$ cat config.mk
export PLATFORM = sky130hd
export DESIGN_NAME = neighbor_table_aging_unit
export DESIGN_NICKNAME = d
export VERILOG_FILES = /design/src/rtl/nta_pkg.sv /design/src/rtl/nta_cell.sv /design/src/rtl/nta_ctrl.sv /design/src/rtl/neighbor_table_aging_unit.sv
export VERILOG_INCLUDE_DIRS = /design/src /design/src/rtl
export SDC_FILE = /design/constraint.sdc
export NUM_CORES = 1
export LEC_CHECK = 0
export BUFFER_PORTS_ARGS = -buffer_cell sky130_fd_sc_hd__clkbuf_2
export CORE_MARGIN = 10
export CORE_UTILIZATION = 60
export DETAILED_ROUTE_END_ITERATION = 8
export PLACE_DENSITY = 0.77
export SLEW_MARGIN = 40
export SYNTH_ARGS = -nofsm -noshare
export SYNTH_HDL_FRONTEND = slang
export SYNTH_SLANG_ARGS = --single-unit
$ cat constraint.sdc
create_clock -name aclk -period 13.2 [get_ports aclk]
set_clock_uncertainty 0.15 [all_clocks]
set_input_delay 0.66 -clock aclk [delete_from_list [all_inputs] [get_ports aclk]]
set_output_delay 0.66 -clock aclk [all_outputs]
set_load 0.03 [all_outputs]
$ cat src/rtl/assert_macros.svh
// Assertion helpers for the RTL. Each one samples on the rising edge and
// is disabled while the active-low reset is asserted.
`ifndef ASSERT_MACROS_SVH
`define ASSERT_MACROS_SVH

`ifndef SYNTHESIS

// Same-cycle implication: whenever cond holds, prop holds too.
`define ASSERT_IMPL(lbl, clk, rstn, cond, prop, msg) \
    lbl: assert property (@(posedge clk) disable iff (!rstn) (cond) |-> (prop)) \
        else $error(msg);

// Next-cycle implication: whenever cond holds, prop holds in the next cycle.
`define ASSERT_NEXT(lbl, clk, rstn, cond, prop, msg) \
    lbl: assert property (@(posedge clk) disable iff (!rstn) (cond) |=> (prop)) \
        else $error(msg);

`else

`define ASSERT_IMPL(lbl, clk, rstn, cond, prop, msg)
`define ASSERT_NEXT(lbl, clk, rstn, cond, prop, msg)

`endif

`endif

$ cat src/rtl/nta_pkg.sv
package nta_pkg;

    localparam int TABLE_DEPTH_DEF = 16;

    localparam logic [15:0] HOLD_TICKS_RST = 16'd4;

    // configuration register indexes
    localparam logic [1:0] REG_HOLD_TICKS     = 2'd0;
    localparam logic [1:0] REG_LOCAL_NODE_ID  = 2'd1;
    localparam logic [1:0] REG_NODE_REGISTERED = 2'd2;

    typedef enum logic [1:0] {
        KIND_STATUS = 2'd0,
        KIND_HEADER = 2'd1,
        KIND_ENTRY  = 2'd2
    } kind_t;

    typedef enum logic [1:0] {
        STAT_REFRESHED = 2'd0,
        STAT_ADDED     = 2'd1,
        STAT_DROPPED   = 2'd2
    } status_t;

    // one neighbor slot as it travels around the ring
    typedef struct packed {
        logic        valid;
        logic [15:0] node;
        logic [7:0]  sif;
        logic [7:0]  rif;
        logic [15:0] age;
    } slot_t;

endpackage

$ cat src/rtl/nta_cell.sv
module nta_cell (
    input  logic           aclk,
    input  logic           aresetn,
    input  logic           shift_en,
    input  nta_pkg::slot_t slot_in,
    output nta_pkg::slot_t slot_out
);
    import nta_pkg::*;

    logic        valid_reg;
    logic [15:0] node_reg;
    logic [7:0]  sif_reg;
    logic [7:0]  rif_reg;
    logic [15:0] age_reg;

    always_ff @(posedge aclk) begin
        if (!aresetn) begin
            valid_reg <= 1'b0;
        end else if (shift_en) begin
            valid_reg <= slot_in.valid;
        end
    end

    always_ff @(posedge aclk) begin
        if (shift_en) begin
            node_reg <= slot_in.node;
            sif_reg  <= slot_in.sif;
            rif_reg  <= slot_in.rif;
            age_reg  <= slot_in.age;
        end
    end

    always_comb begin
        slot_out.valid = valid_reg;
        slot_out.node  = node_reg;
        slot_out.sif   = sif_reg;
        slot_out.rif   = rif_reg;
        slot_out.age   = age_reg;
    end

endmodule

$ cat src/rtl/nta_ctrl.sv
`include "assert_macros.svh"

module nta_ctrl #(
    parameter int TABLE_DEPTH = nta_pkg::TABLE_DEPTH_DEF
) (
    input  logic           aclk,
    input  logic           aresetn,
    input  logic           cfg_wr_en,
    input  logic [1:0]     cfg_wr_index,
    input  logic [15:0]    cfg_wr_data,
    input  logic           s_tvalid,
    output logic           s_tready,
    input  logic [31:0]    s_tdata,
    input  logic           s_tuser,
    output logic           m_tvalid,
    input  logic           m_tready,
    output logic [39:0]    m_tdata,
    output logic [1:0]     m_tuser,
    output logic           m_tlast,
    input  nta_pkg::slot_t head,
    output nta_pkg::slot_t feedback,
    output logic           shift_en
);
    import nta_pkg::*;

    localparam int IDX_W = (TABLE_DEPTH > 1) ? $clog2(TABLE_DEPTH) : 1;
    localparam int CNT_W = $clog2(TABLE_DEPTH + 1);
    localparam logic [IDX_W-1:0] LAST_POS = IDX_W'(TABLE_DEPTH - 1);

    typedef enum logic [2:0] {
        ST_IDLE,
        ST_FIND,
        ST_FILL,
        ST_ANN_OUT,
        ST_HDR,
        ST_SCAN
    } state_t;

    state_t           state_reg, state_next;
    logic [IDX_W-1:0] pos_reg, pos_next;
    logic [CNT_W-1:0] cnt_reg, cnt_next;
    logic [CNT_W-1:0] rem_reg, rem_next;
    logic             ovf_reg, ovf_next;
    logic             found_reg, found_next;
    logic             free_reg, free_next;
    logic             filled_reg, filled_next;
    status_t          status_reg, status_next;

    logic [15:0]      hold_reg, hold_next;
    logic [15:0]      local_reg, local_next;
    logic             reg_en_reg, reg_en_next;

    logic [15:0]      key_node_reg, key_node_next;
    logic [7:0]       key_sif_reg, key_sif_next;
    logic [7:0]       key_rif_reg, key_rif_next;

    logic             m_valid_reg, m_valid_next;
    kind_t            m_kind_reg, m_kind_next;
    status_t          m_status_reg, m_status_next;
    logic [15:0]      m_node_reg, m_node_next;
    logic [7:0]       m_sif_reg, m_sif_next;
    logic [7:0]       m_rif_reg, m_rif_next;
    logic             m_ovf_reg, m_ovf_next;
    logic [4:0]       m_cnt_reg, m_cnt_next;
    logic             m_last_reg, m_last_next;

    logic             out_free;
    logic             out_load;
    logic             head_match;
    logic             last_pos;
    logic             need_emit;
    logic [31:0]      cnt_wide;

    assign out_free   = !m_valid_reg || m_tready;
    assign last_pos   = (pos_reg == LAST_POS);
    assign head_match = head.valid && (head.node == key_node_reg)
                        && (head.sif == key_sif_reg) && (head.rif == key_rif_reg);
    assign need_emit  = reg_en_reg && head.valid;
    assign cnt_wide   = 32'(cnt_reg);
    assign s_tready   = (state_reg == ST_IDLE);

    always_comb begin
        state_next    = state_reg;
        pos_next      = pos_reg;
        cnt_next      = cnt_reg;
        rem_next      = rem_reg;
        ovf_next      = ovf_reg;
        found_next    = found_reg;
        free_next     = free_reg;
        filled_next   = filled_reg;
        status_next   = status_reg;
        hold_next     = hold_reg;
        local_next    = local_reg;
        reg_en_next   = reg_en_reg;
        key_node_next = key_node_reg;
        key_sif_next  = key_sif_reg;
        key_rif_next  = key_rif_reg;
        m_valid_next  = m_valid_reg;
        m_kind_next   = m_kind_reg;
        m_status_next = m_status_reg;
        m_node_next   = m_node_reg;
        m_sif_next    = m_sif_reg;
        m_rif_next    = m_rif_reg;
        m_ovf_next    = m_ovf_reg;
        m_cnt_next    = m_cnt_reg;
        m_last_next   = m_last_reg;
        shift_en      = 1'b0;
        feedback      = head;
        out_load      = 1'b0;

        if (m_valid_reg && m_tready) begin
            m_valid_next = 1'b0;
        end

        if (cfg_wr_en) begin
            unique case (cfg_wr_index)
                REG_HOLD_TICKS:      hold_next   = cfg_wr_data;
                REG_LOCAL_NODE_ID:   local_next  = cfg_wr_data;
                REG_NODE_REGISTERED: reg_en_next = cfg_wr_data[0];
                default: ;
            endcase
        end

        unique case (state_reg)
            ST_IDLE: begin
                pos_next = '0;
                if (s_tvalid) begin
                    key_node_next = s_tdata[15:0];
                    key_sif_next  = s_tdata[23:16];
                    key_rif_next  = s_tdata[31:24];
                    found_next    = 1'b0;
                    free_next     = 1'b0;
                    filled_next   = 1'b0;
                    rem_next      = cnt_reg;
                    if (!s_tuser) begin
                        state_next = ST_FIND;
                    end else if (reg_en_reg) begin
                        state_next = ST_HDR;
                    end else begin
                        state_next = ST_SCAN;
                    end
                end
            end

            // first lap: refresh a matching entry, note whether any slot is free
            ST_FIND: begin
                shift_en = 1'b1;
                pos_next = pos_reg + IDX_W'(1);
                if (head_match) begin
                    feedback.age = hold_reg;
                    found_next   = 1'b1;
                end
                if (!head.valid) begin
                    free_next = 1'b1;
                end
                if (last_pos) begin
                    pos_next = '0;
                    if (found_next) begin
                        status_next = STAT_REFRESHED;
                        state_next  = ST_ANN_OUT;
                    end else if (free_next) begin
                        state_next = ST_FILL;
                    end else begin
                        ovf_next    = 1'b1;
                        status_next = STAT_DROPPED;
                        state_next  = ST_ANN_OUT;
                    end
                end
            end

            // second lap: the first free slot to pass the head takes the entry
            ST_FILL: begin
                shift_en = 1'b1;
                pos_next = pos_reg + IDX_W'(1);
                if (!head.valid && !filled_reg) begin
                    feedback.valid = 1'b1;
                    feedback.node  = key_node_reg;
                    feedback.sif   = key_sif_reg;
                    feedback.rif   = key_rif_reg;
                    feedback.age   = hold_reg;
                    filled_next    = 1'b1;
                    cnt_next       = cnt_reg + CNT_W'(1);
                end
                if (last_pos) begin
                    pos_next    = '0;
                    status_next = STAT_ADDED;
                    state_next  = ST_ANN_OUT;
                end
            end

            ST_ANN_OUT: begin
                if (out_free) begin
                    out_load      = 1'b1;
                    m_valid_next  = 1'b1;
                    m_kind_next   = KIND_STATUS;
                    m_status_next = status_reg;
                    m_node_next   = '0;
                    m_sif_next    = '0;
                    m_rif_next    = '0;
                    m_ovf_next    = 1'b0;
                    m_cnt_next    = '0;
                    m_last_next   = 1'b1;
                    state_next    = ST_IDLE;
                end
            end

            ST_HDR: begin
                if (out_free) begin
                    out_load      = 1'b1;
                    m_valid_next  = 1'b1;
                    m_kind_next   = KIND_HEADER;
                    m_status_next = STAT_REFRESHED;
                    m_node_next   = local_reg;
                    m_sif_next    = '0;
                    m_rif_next    = '0;
                    m_ovf_next    = ovf_reg;
                    m_cnt_next    = cnt_wide[4:0];
                    m_last_next   = (cnt_reg == '0);
                    state_next    = ST_SCAN;
                end
            end

            // one lap: report each valid entry if reports are on, then age it
            ST_SCAN: begin
                if (!need_emit || out_free) begin
                    shift_en = 1'b1;
                    pos_next = pos_reg + IDX_W'(1);
                    if (need_emit) begin
                        out_load      = 1'b1;
                        m_valid_next  = 1'b1;
                        m_kind_next   = KIND_ENTRY;
                        m_status_next = STAT_REFRESHED;
                        m_node_next   = head.node;
                        m_sif_next    = head.sif;
                        m_rif_next    = head.rif;
                        m_ovf_next    = 1'b0;
                        m_cnt_next    = '0;
                        m_last_next   = (rem_reg == CNT_W'(1));
                        rem_next      = rem_reg - CNT_W'(1);
                    end
                    if (head.valid) begin
                        if (head.age <= 16'd1) begin
                            feedback.valid = 1'b0;
                            feedback.age   = '0;
                            ovf_next       = 1'b0;
                            cnt_next       = cnt_reg - CNT_W'(1);
                        end else begin
                            feedback.age = head.age - 16'd1;
                        end
                    end
                    if (last_pos) begin
                        pos_next   = '0;
                        state_next = ST_IDLE;
                    end
                end
            end

            default: state_next = ST_IDLE;
        endcase
    end

    always_ff @(posedge aclk) begin
        if (!aresetn) begin
            state_reg   <= ST_IDLE;
            pos_reg     <= '0;
            cnt_reg     <= '0;
            rem_reg     <= '0;
            ovf_reg     <= 1'b0;
            found_reg   <= 1'b0;
            free_reg    <= 1'b0;
            filled_reg  <= 1'b0;
            hold_reg    <= HOLD_TICKS_RST;
            local_reg   <= '0;
            reg_en_reg  <= 1'b0;
            m_valid_reg <= 1'b0;
        end else begin
            state_reg   <= state_next;
            pos_reg     <= pos_next;
            cnt_reg     <= cnt_next;
            rem_reg     <= rem_next;
            ovf_reg     <= ovf_next;
            found_reg   <= found_next;
            free_reg    <= free_next;
            filled_reg  <= filled_next;
            hold_reg    <= hold_next;
            local_reg   <= local_next;
            reg_en_reg  <= reg_en_next;
            m_valid_reg <= m_valid_next;
        end
    end

    always_ff @(posedge aclk) begin
        status_reg   <= status_next;
        key_node_reg <= key_node_next;
        key_sif_reg  <= key_sif_next;
        key_rif_reg  <= key_rif_next;
        m_kind_reg   <= m_kind_next;
        m_status_reg <= m_status_next;
        m_node_reg   <= m_node_next;
        m_sif_reg    <= m_sif_next;
        m_rif_reg    <= m_rif_next;
        m_ovf_reg    <= m_ovf_next;
        m_cnt_reg    <= m_cnt_next;
        m_last_reg   <= m_last_next;
    end

    assign m_tvalid = m_valid_reg;
    assign m_tuser  = m_kind_reg;
    assign m_tlast  = m_last_reg;
    assign m_tdata  = {m_cnt_reg, m_ovf_reg, m_rif_reg, m_sif_reg, m_node_reg, m_status_reg};

    `ASSERT_IMPL(a_no_overwrite, aclk, aresetn, out_load, !m_valid_reg || m_tready, "result item overwritten while stalled")
    `ASSERT_IMPL(a_idle_aligned, aclk, aresetn, state_reg == ST_IDLE, pos_reg == '0, "ring not aligned when idle")
    `ASSERT_IMPL(a_count_range, aclk, aresetn, 1'b1, cnt_reg <= CNT_W'(TABLE_DEPTH), "entry count beyond table depth")
    `ASSERT_NEXT(a_announce_start, aclk, aresetn, s_tvalid && s_tready && !s_tuser, state_reg == ST_FIND, "announce item did not start a lookup lap")

endmodule

$ cat src/rtl/neighbor_table_aging_unit.sv
// Channel   Dir  Handshake          Payload
// s_        in   s_tvalid/s_tready  tdata: sender_node, sender_interface, receive_interface
//                                   tuser: command
// m_        out  m_tvalid/m_tready  tdata: status, node, entry ifaces, overflow, entry_count
//                                   tuser: kind, tlast: last
// cfg_wr_   in   cfg_wr_en          index 0 hold_ticks, 1 local_node_id, 2 node_registered
//
// The table is a ring of TABLE_DEPTH cells rotating one cell per cycle past one
// head position while a pass is under way and the ring is not held.
// Announce: one lookup lap, a second lap to fill a free slot on add, then a status item.
// Tick: a header item when reports are enabled, then one lap that ages entries and reports them when enabled.
// Reset is synchronous and clears every cell's valid bit; no clearing pass.
// A stalled result channel holds the ring only when the head entry must be reported.
module neighbor_table_aging_unit #(
    parameter int TABLE_DEPTH = nta_pkg::TABLE_DEPTH_DEF
) (
    input  logic        aclk,
    input  logic        aresetn,
    input  logic        cfg_wr_en,
    input  logic [1:0]  cfg_wr_index,
    input  logic [15:0] cfg_wr_data,
    input  logic        s_tvalid,
    output logic        s_tready,
    input  logic [31:0] s_tdata,   // [15:0] sender_node, [23:16] sender_interface,
                                   // [31:24] receive_interface
    input  logic        s_tuser,   // [0] command
    output logic        m_tvalid,
    input  logic        m_tready,
    output logic [39:0] m_tdata,   // [1:0] status, [17:2] node, [25:18] entry_sender_interface,
                                   // [33:26] entry_receive_interface, [34] overflow,
                                   // [39:35] entry_count
    output logic [1:0]  m_tuser,   // [1:0] kind
    output logic        m_tlast
);
    import nta_pkg::*;

    slot_t ring [TABLE_DEPTH];
    slot_t feedback;
    logic  shift_en;

    for (genvar i = 0; i < TABLE_DEPTH; i++) begin : g_cell
        slot_t cell_in;
        if (i == TABLE_DEPTH - 1) begin : g_tail
            assign cell_in = feedback;
        end else begin : g_body
            assign cell_in = ring[i+1];
        end
        nta_cell u_cell (
            .aclk     (aclk),
            .aresetn  (aresetn),
            .shift_en (shift_en),
            .slot_in  (cell_in),
            .slot_out (ring[i])
        );
    end

    nta_ctrl #(
        .TABLE_DEPTH (TABLE_DEPTH)
    ) u_ctrl (
        .aclk         (aclk),
        .aresetn      (aresetn),
        .cfg_wr_en    (cfg_wr_en),
        .cfg_wr_index (cfg_wr_index),
        .cfg_wr_data  (cfg_wr_data),
        .s_tvalid     (s_tvalid),
        .s_tready     (s_tready),
        .s_tdata      (s_tdata),
        .s_tuser      (s_tuser),
        .m_tvalid     (m_tvalid),
        .m_tready     (m_tready),
        .m_tdata      (m_tdata),
        .m_tuser      (m_tuser),
        .m_tlast      (m_tlast),
        .head         (ring[0]),
        .feedback     (feedback),
        .shift_en     (shift_en)
    );

endmodule
==> results.toml <==
[timing]
fin_crit_ns = 4.43
fin_tns_setup_ns = 0
finalMaxSlewViolations = 0
hold_viol_final = 0
tightest_slew_ns = 0.864
rsz0062_at_grt = "false"
fmax_ghz = 0.226
maxSlewHeadroom_pct = 42.3
finalCritPeriodShare_pct = 33.5
report.final.setup_viol = 0

[yosys]
synth-edff-count = 845
synth_cell_types = 70
async_reset_ff_share_pct = 0
ys_ff_latch = 916
synth-seq-area-share_pct = 87.8
syn_nets = 1619
netlist_instances = 1554
yosysWarnings = 0
synth_area_um2 = 30500
synth_ff_type = "edfxtp_1"
synth_area_per_cell_um2 = 19.6

[detailed_routing]
wl_mm = 55.1
ant_nets = 0
firstDrtPassIters = 6
drt_first_iter_violations = 1565
viasPerCell = 5.67
drc = 0
wl_per_cell_um = 22.4
via_count = 13953

[placement]
dp.cells = 2302
port-buffer-count = 100
place_hpwl_mm = 30.6
routabilityCongestion = 0.910

[floorplan]
die_y_um = 245
core.rowCount = 82
core_area_um2 = 50200
initial_core_util_pct = 60.8
dieWidth_um = 245
ios = 101
die_area_um2 = 60300

[power_and_ir_drop]
peakVddDrop_mv = 0.157
pwr_density_cell_nw_per_um2 = 211
leakagePower_uw = 0.0101

[layout]
area.growth.synth_to_final_pct = 13.9
mostFrequentLayoutCells = "edfxtp_1 (845), nand2_1 (184), clkbuf_2 (100)"
nNetsFinal = 1783
finalNonFillerCells = 2460
drive_gt1_share_pct = 14.7
layout_commonest_cell = "edfxtp_1"

[status]
run_status = "finished, final reports clean"

[clocking]
cts_sinks = 916
htreeDepth = 3
post-cts-setup-buffer-count = 0
clk_latency_ns = 0.64
path_clk_slew_ns = 0.06
postCtsHoldBufs = 0
clockRootBuffer = "clkbuf_16"
post_cts_resized = 0
cts_made_buffers = 85
cts_tree = "done"
clk_path_buf_depth = 3

[setup_path]
worstReg2RegEnd = "g_cell[11].u_cell.sif_reg[3]"
worstPathBufferInverterCount = 4
ff2ff_setup_slack_ns = 8.77
cp_cell_sequence = "and3b_2, buf_4, nand2_1, o21ai_4, buf_6, buf_12, clkbuf_8"
worst_r2r_path_depth = 7
slowest_stage = "dfxtp_1"
r2r_start = "u_ctrl.state_reg[0]"
crit_fanout = 102
cp.required_ns = 13.29
critPathLaunchType = "register"
arrival_ns = 4.52
critical_path.top_delay_family = "buffers and inverters"
endpoint_kind = "register"
critPathKind = "reg2reg"
cpPeakStageDelay_ns = 0.73

[worst_hold_path]
hold_class = "in2reg"
min_from = "s_tdata[8]"
whs_endpoint = "u_ctrl.key_node_reg[8]"
hold_path_depth = 1

[global_route]
grt_use_total_pct = 18.5
grt_pass1_wl_mm = 83.9
grt_max_degree = 116
grt_pass1_vias = 13953
antenna_found_initial = 1
grt_overflow = 0

[flow_run]
maxCapViolCount = 0
worst max path at each step:
stage                   startpoint                           end  slack (ns)  cells after the start
2_1_floorplan             m_tready   g_cell[15].u_cell.valid_reg        1.13                      7
3_3_place_gp   u_ctrl.state_reg[0]  g_cell[11].u_cell.sif_reg[3]        8.13                      7
3_5_place_dp   u_ctrl.state_reg[0]  g_cell[15].u_cell.sif_reg[3]        8.83                      7
4_1_cts        u_ctrl.state_reg[0]  g_cell[15].u_cell.sif_reg[3]        8.80                      7
5_1_grt        u_ctrl.state_reg[0]  g_cell[11].u_cell.sif_reg[3]        8.49                      7
6_report       u_ctrl.state_reg[0]  g_cell[11].u_cell.sif_reg[3]        8.77                      7
cell families after synthesis:
logic type / Yosys count / synth area share (%)
DFF: 916 / 87.8
adders and majority gates: 9 / 0.394
AOI/OAI and AO/OA: 160 / 3.85
and+or+nand+nor: 355 / 5.54
xor gates and xnor gates: 33 / 0.947
muxes: 19 / 0.627
buffers and inverters: 62 / 0.808
worst reg2reg max path, stage by stage, from the launching register on:
cell,delay (ns)
dfxtp_1,0.73
and3b_2,0.29
buf_4,0.42
nand2_1,0.30
o21ai_4,0.14
buf_6,0.59
buf_12,0.58
clkbuf_8,0.77
through the flow:
| stage | setup WS [ns] | cell area (um2) | power [uW] | util, % | hold slack, ns |
|---|---|---|---|---|---|
| after floorplan | 1.13 | 30500 | 5020 | - | 0.250 |
| after global placement | 8.13 | 31800 | 4890 | 63.5 | 0.250 |
| after detailed placement | 8.83 | 32000 | 4970 | 63.7 | 0.255 |
| after CTS | 8.80 | 34700 | 7410 | 69.2 | 0.0137 |
| after global routing | 8.49 | 34700 | 7630 | 69.2 | 0.0205 |
| final | 8.77 | 34700 | 7340 | 69.2 | 0.0462 |
per-layer routing:
layer / vias up / global-route usage (%) / wire, um
met2: 512 / 28.5 / 26200
met1: 7039 / 25.6 / 23500
met3: 131 / 4.16 / 3470
li1: 6269 / - / -
met5: - / 0 / 18
met4: 2 / 7.33 / 1900
report_power, final:
part | switching, uW | leakage, uW | internal (uW)
clock | 1040 | 0.00135 | 1380
combinational | 655 | 0.00191 | 175
sequential | 188 | 0.00686 | 3910
total | 1880 | 0.0101 | 5470
synthesized netlist by cell type, types with 5 or more instances:
master	count	share of area (%)
nor2_1	38	0.47
edfxtp_1	845	83
xor2_1	8	0.23
a22o_1	14	0.40
nand3_1	11	0.18
buf_2	5	0.082
and2_1	27	0.55
nand4_1	7	0.14
nor3_1	12	0.20
ha_1	8	0.33
o2111ai_1	5	0.14
inv_1	20	0.25
dfxtp_1	71	4.7
a21oi_1	18	0.30
xnor2_1	25	0.72
nand2b_1	16	0.33
nor4_1	8	0.16
nor2b_1	24	0.49
a21boi_0	40	0.98
mux2i_1	18	0.59
nand2_1	184	2.3
o21ai_0	27	0.44
clkbuf_1	33	0.41
a221o_1	11	0.36
or3_1	6	0.12
layout make-up:
cell class,count,area (um2)
clock buffer,101,2250
timing repair buffer,119,753
tap,672,841
inverter,20,75.1
antenna,1,2.50
clock inverter,55,510
multi-input combinational,576,3510
fill,2938,15400
sequential,916,26800
Note: power is estimated with default switching activity, not from simulation.
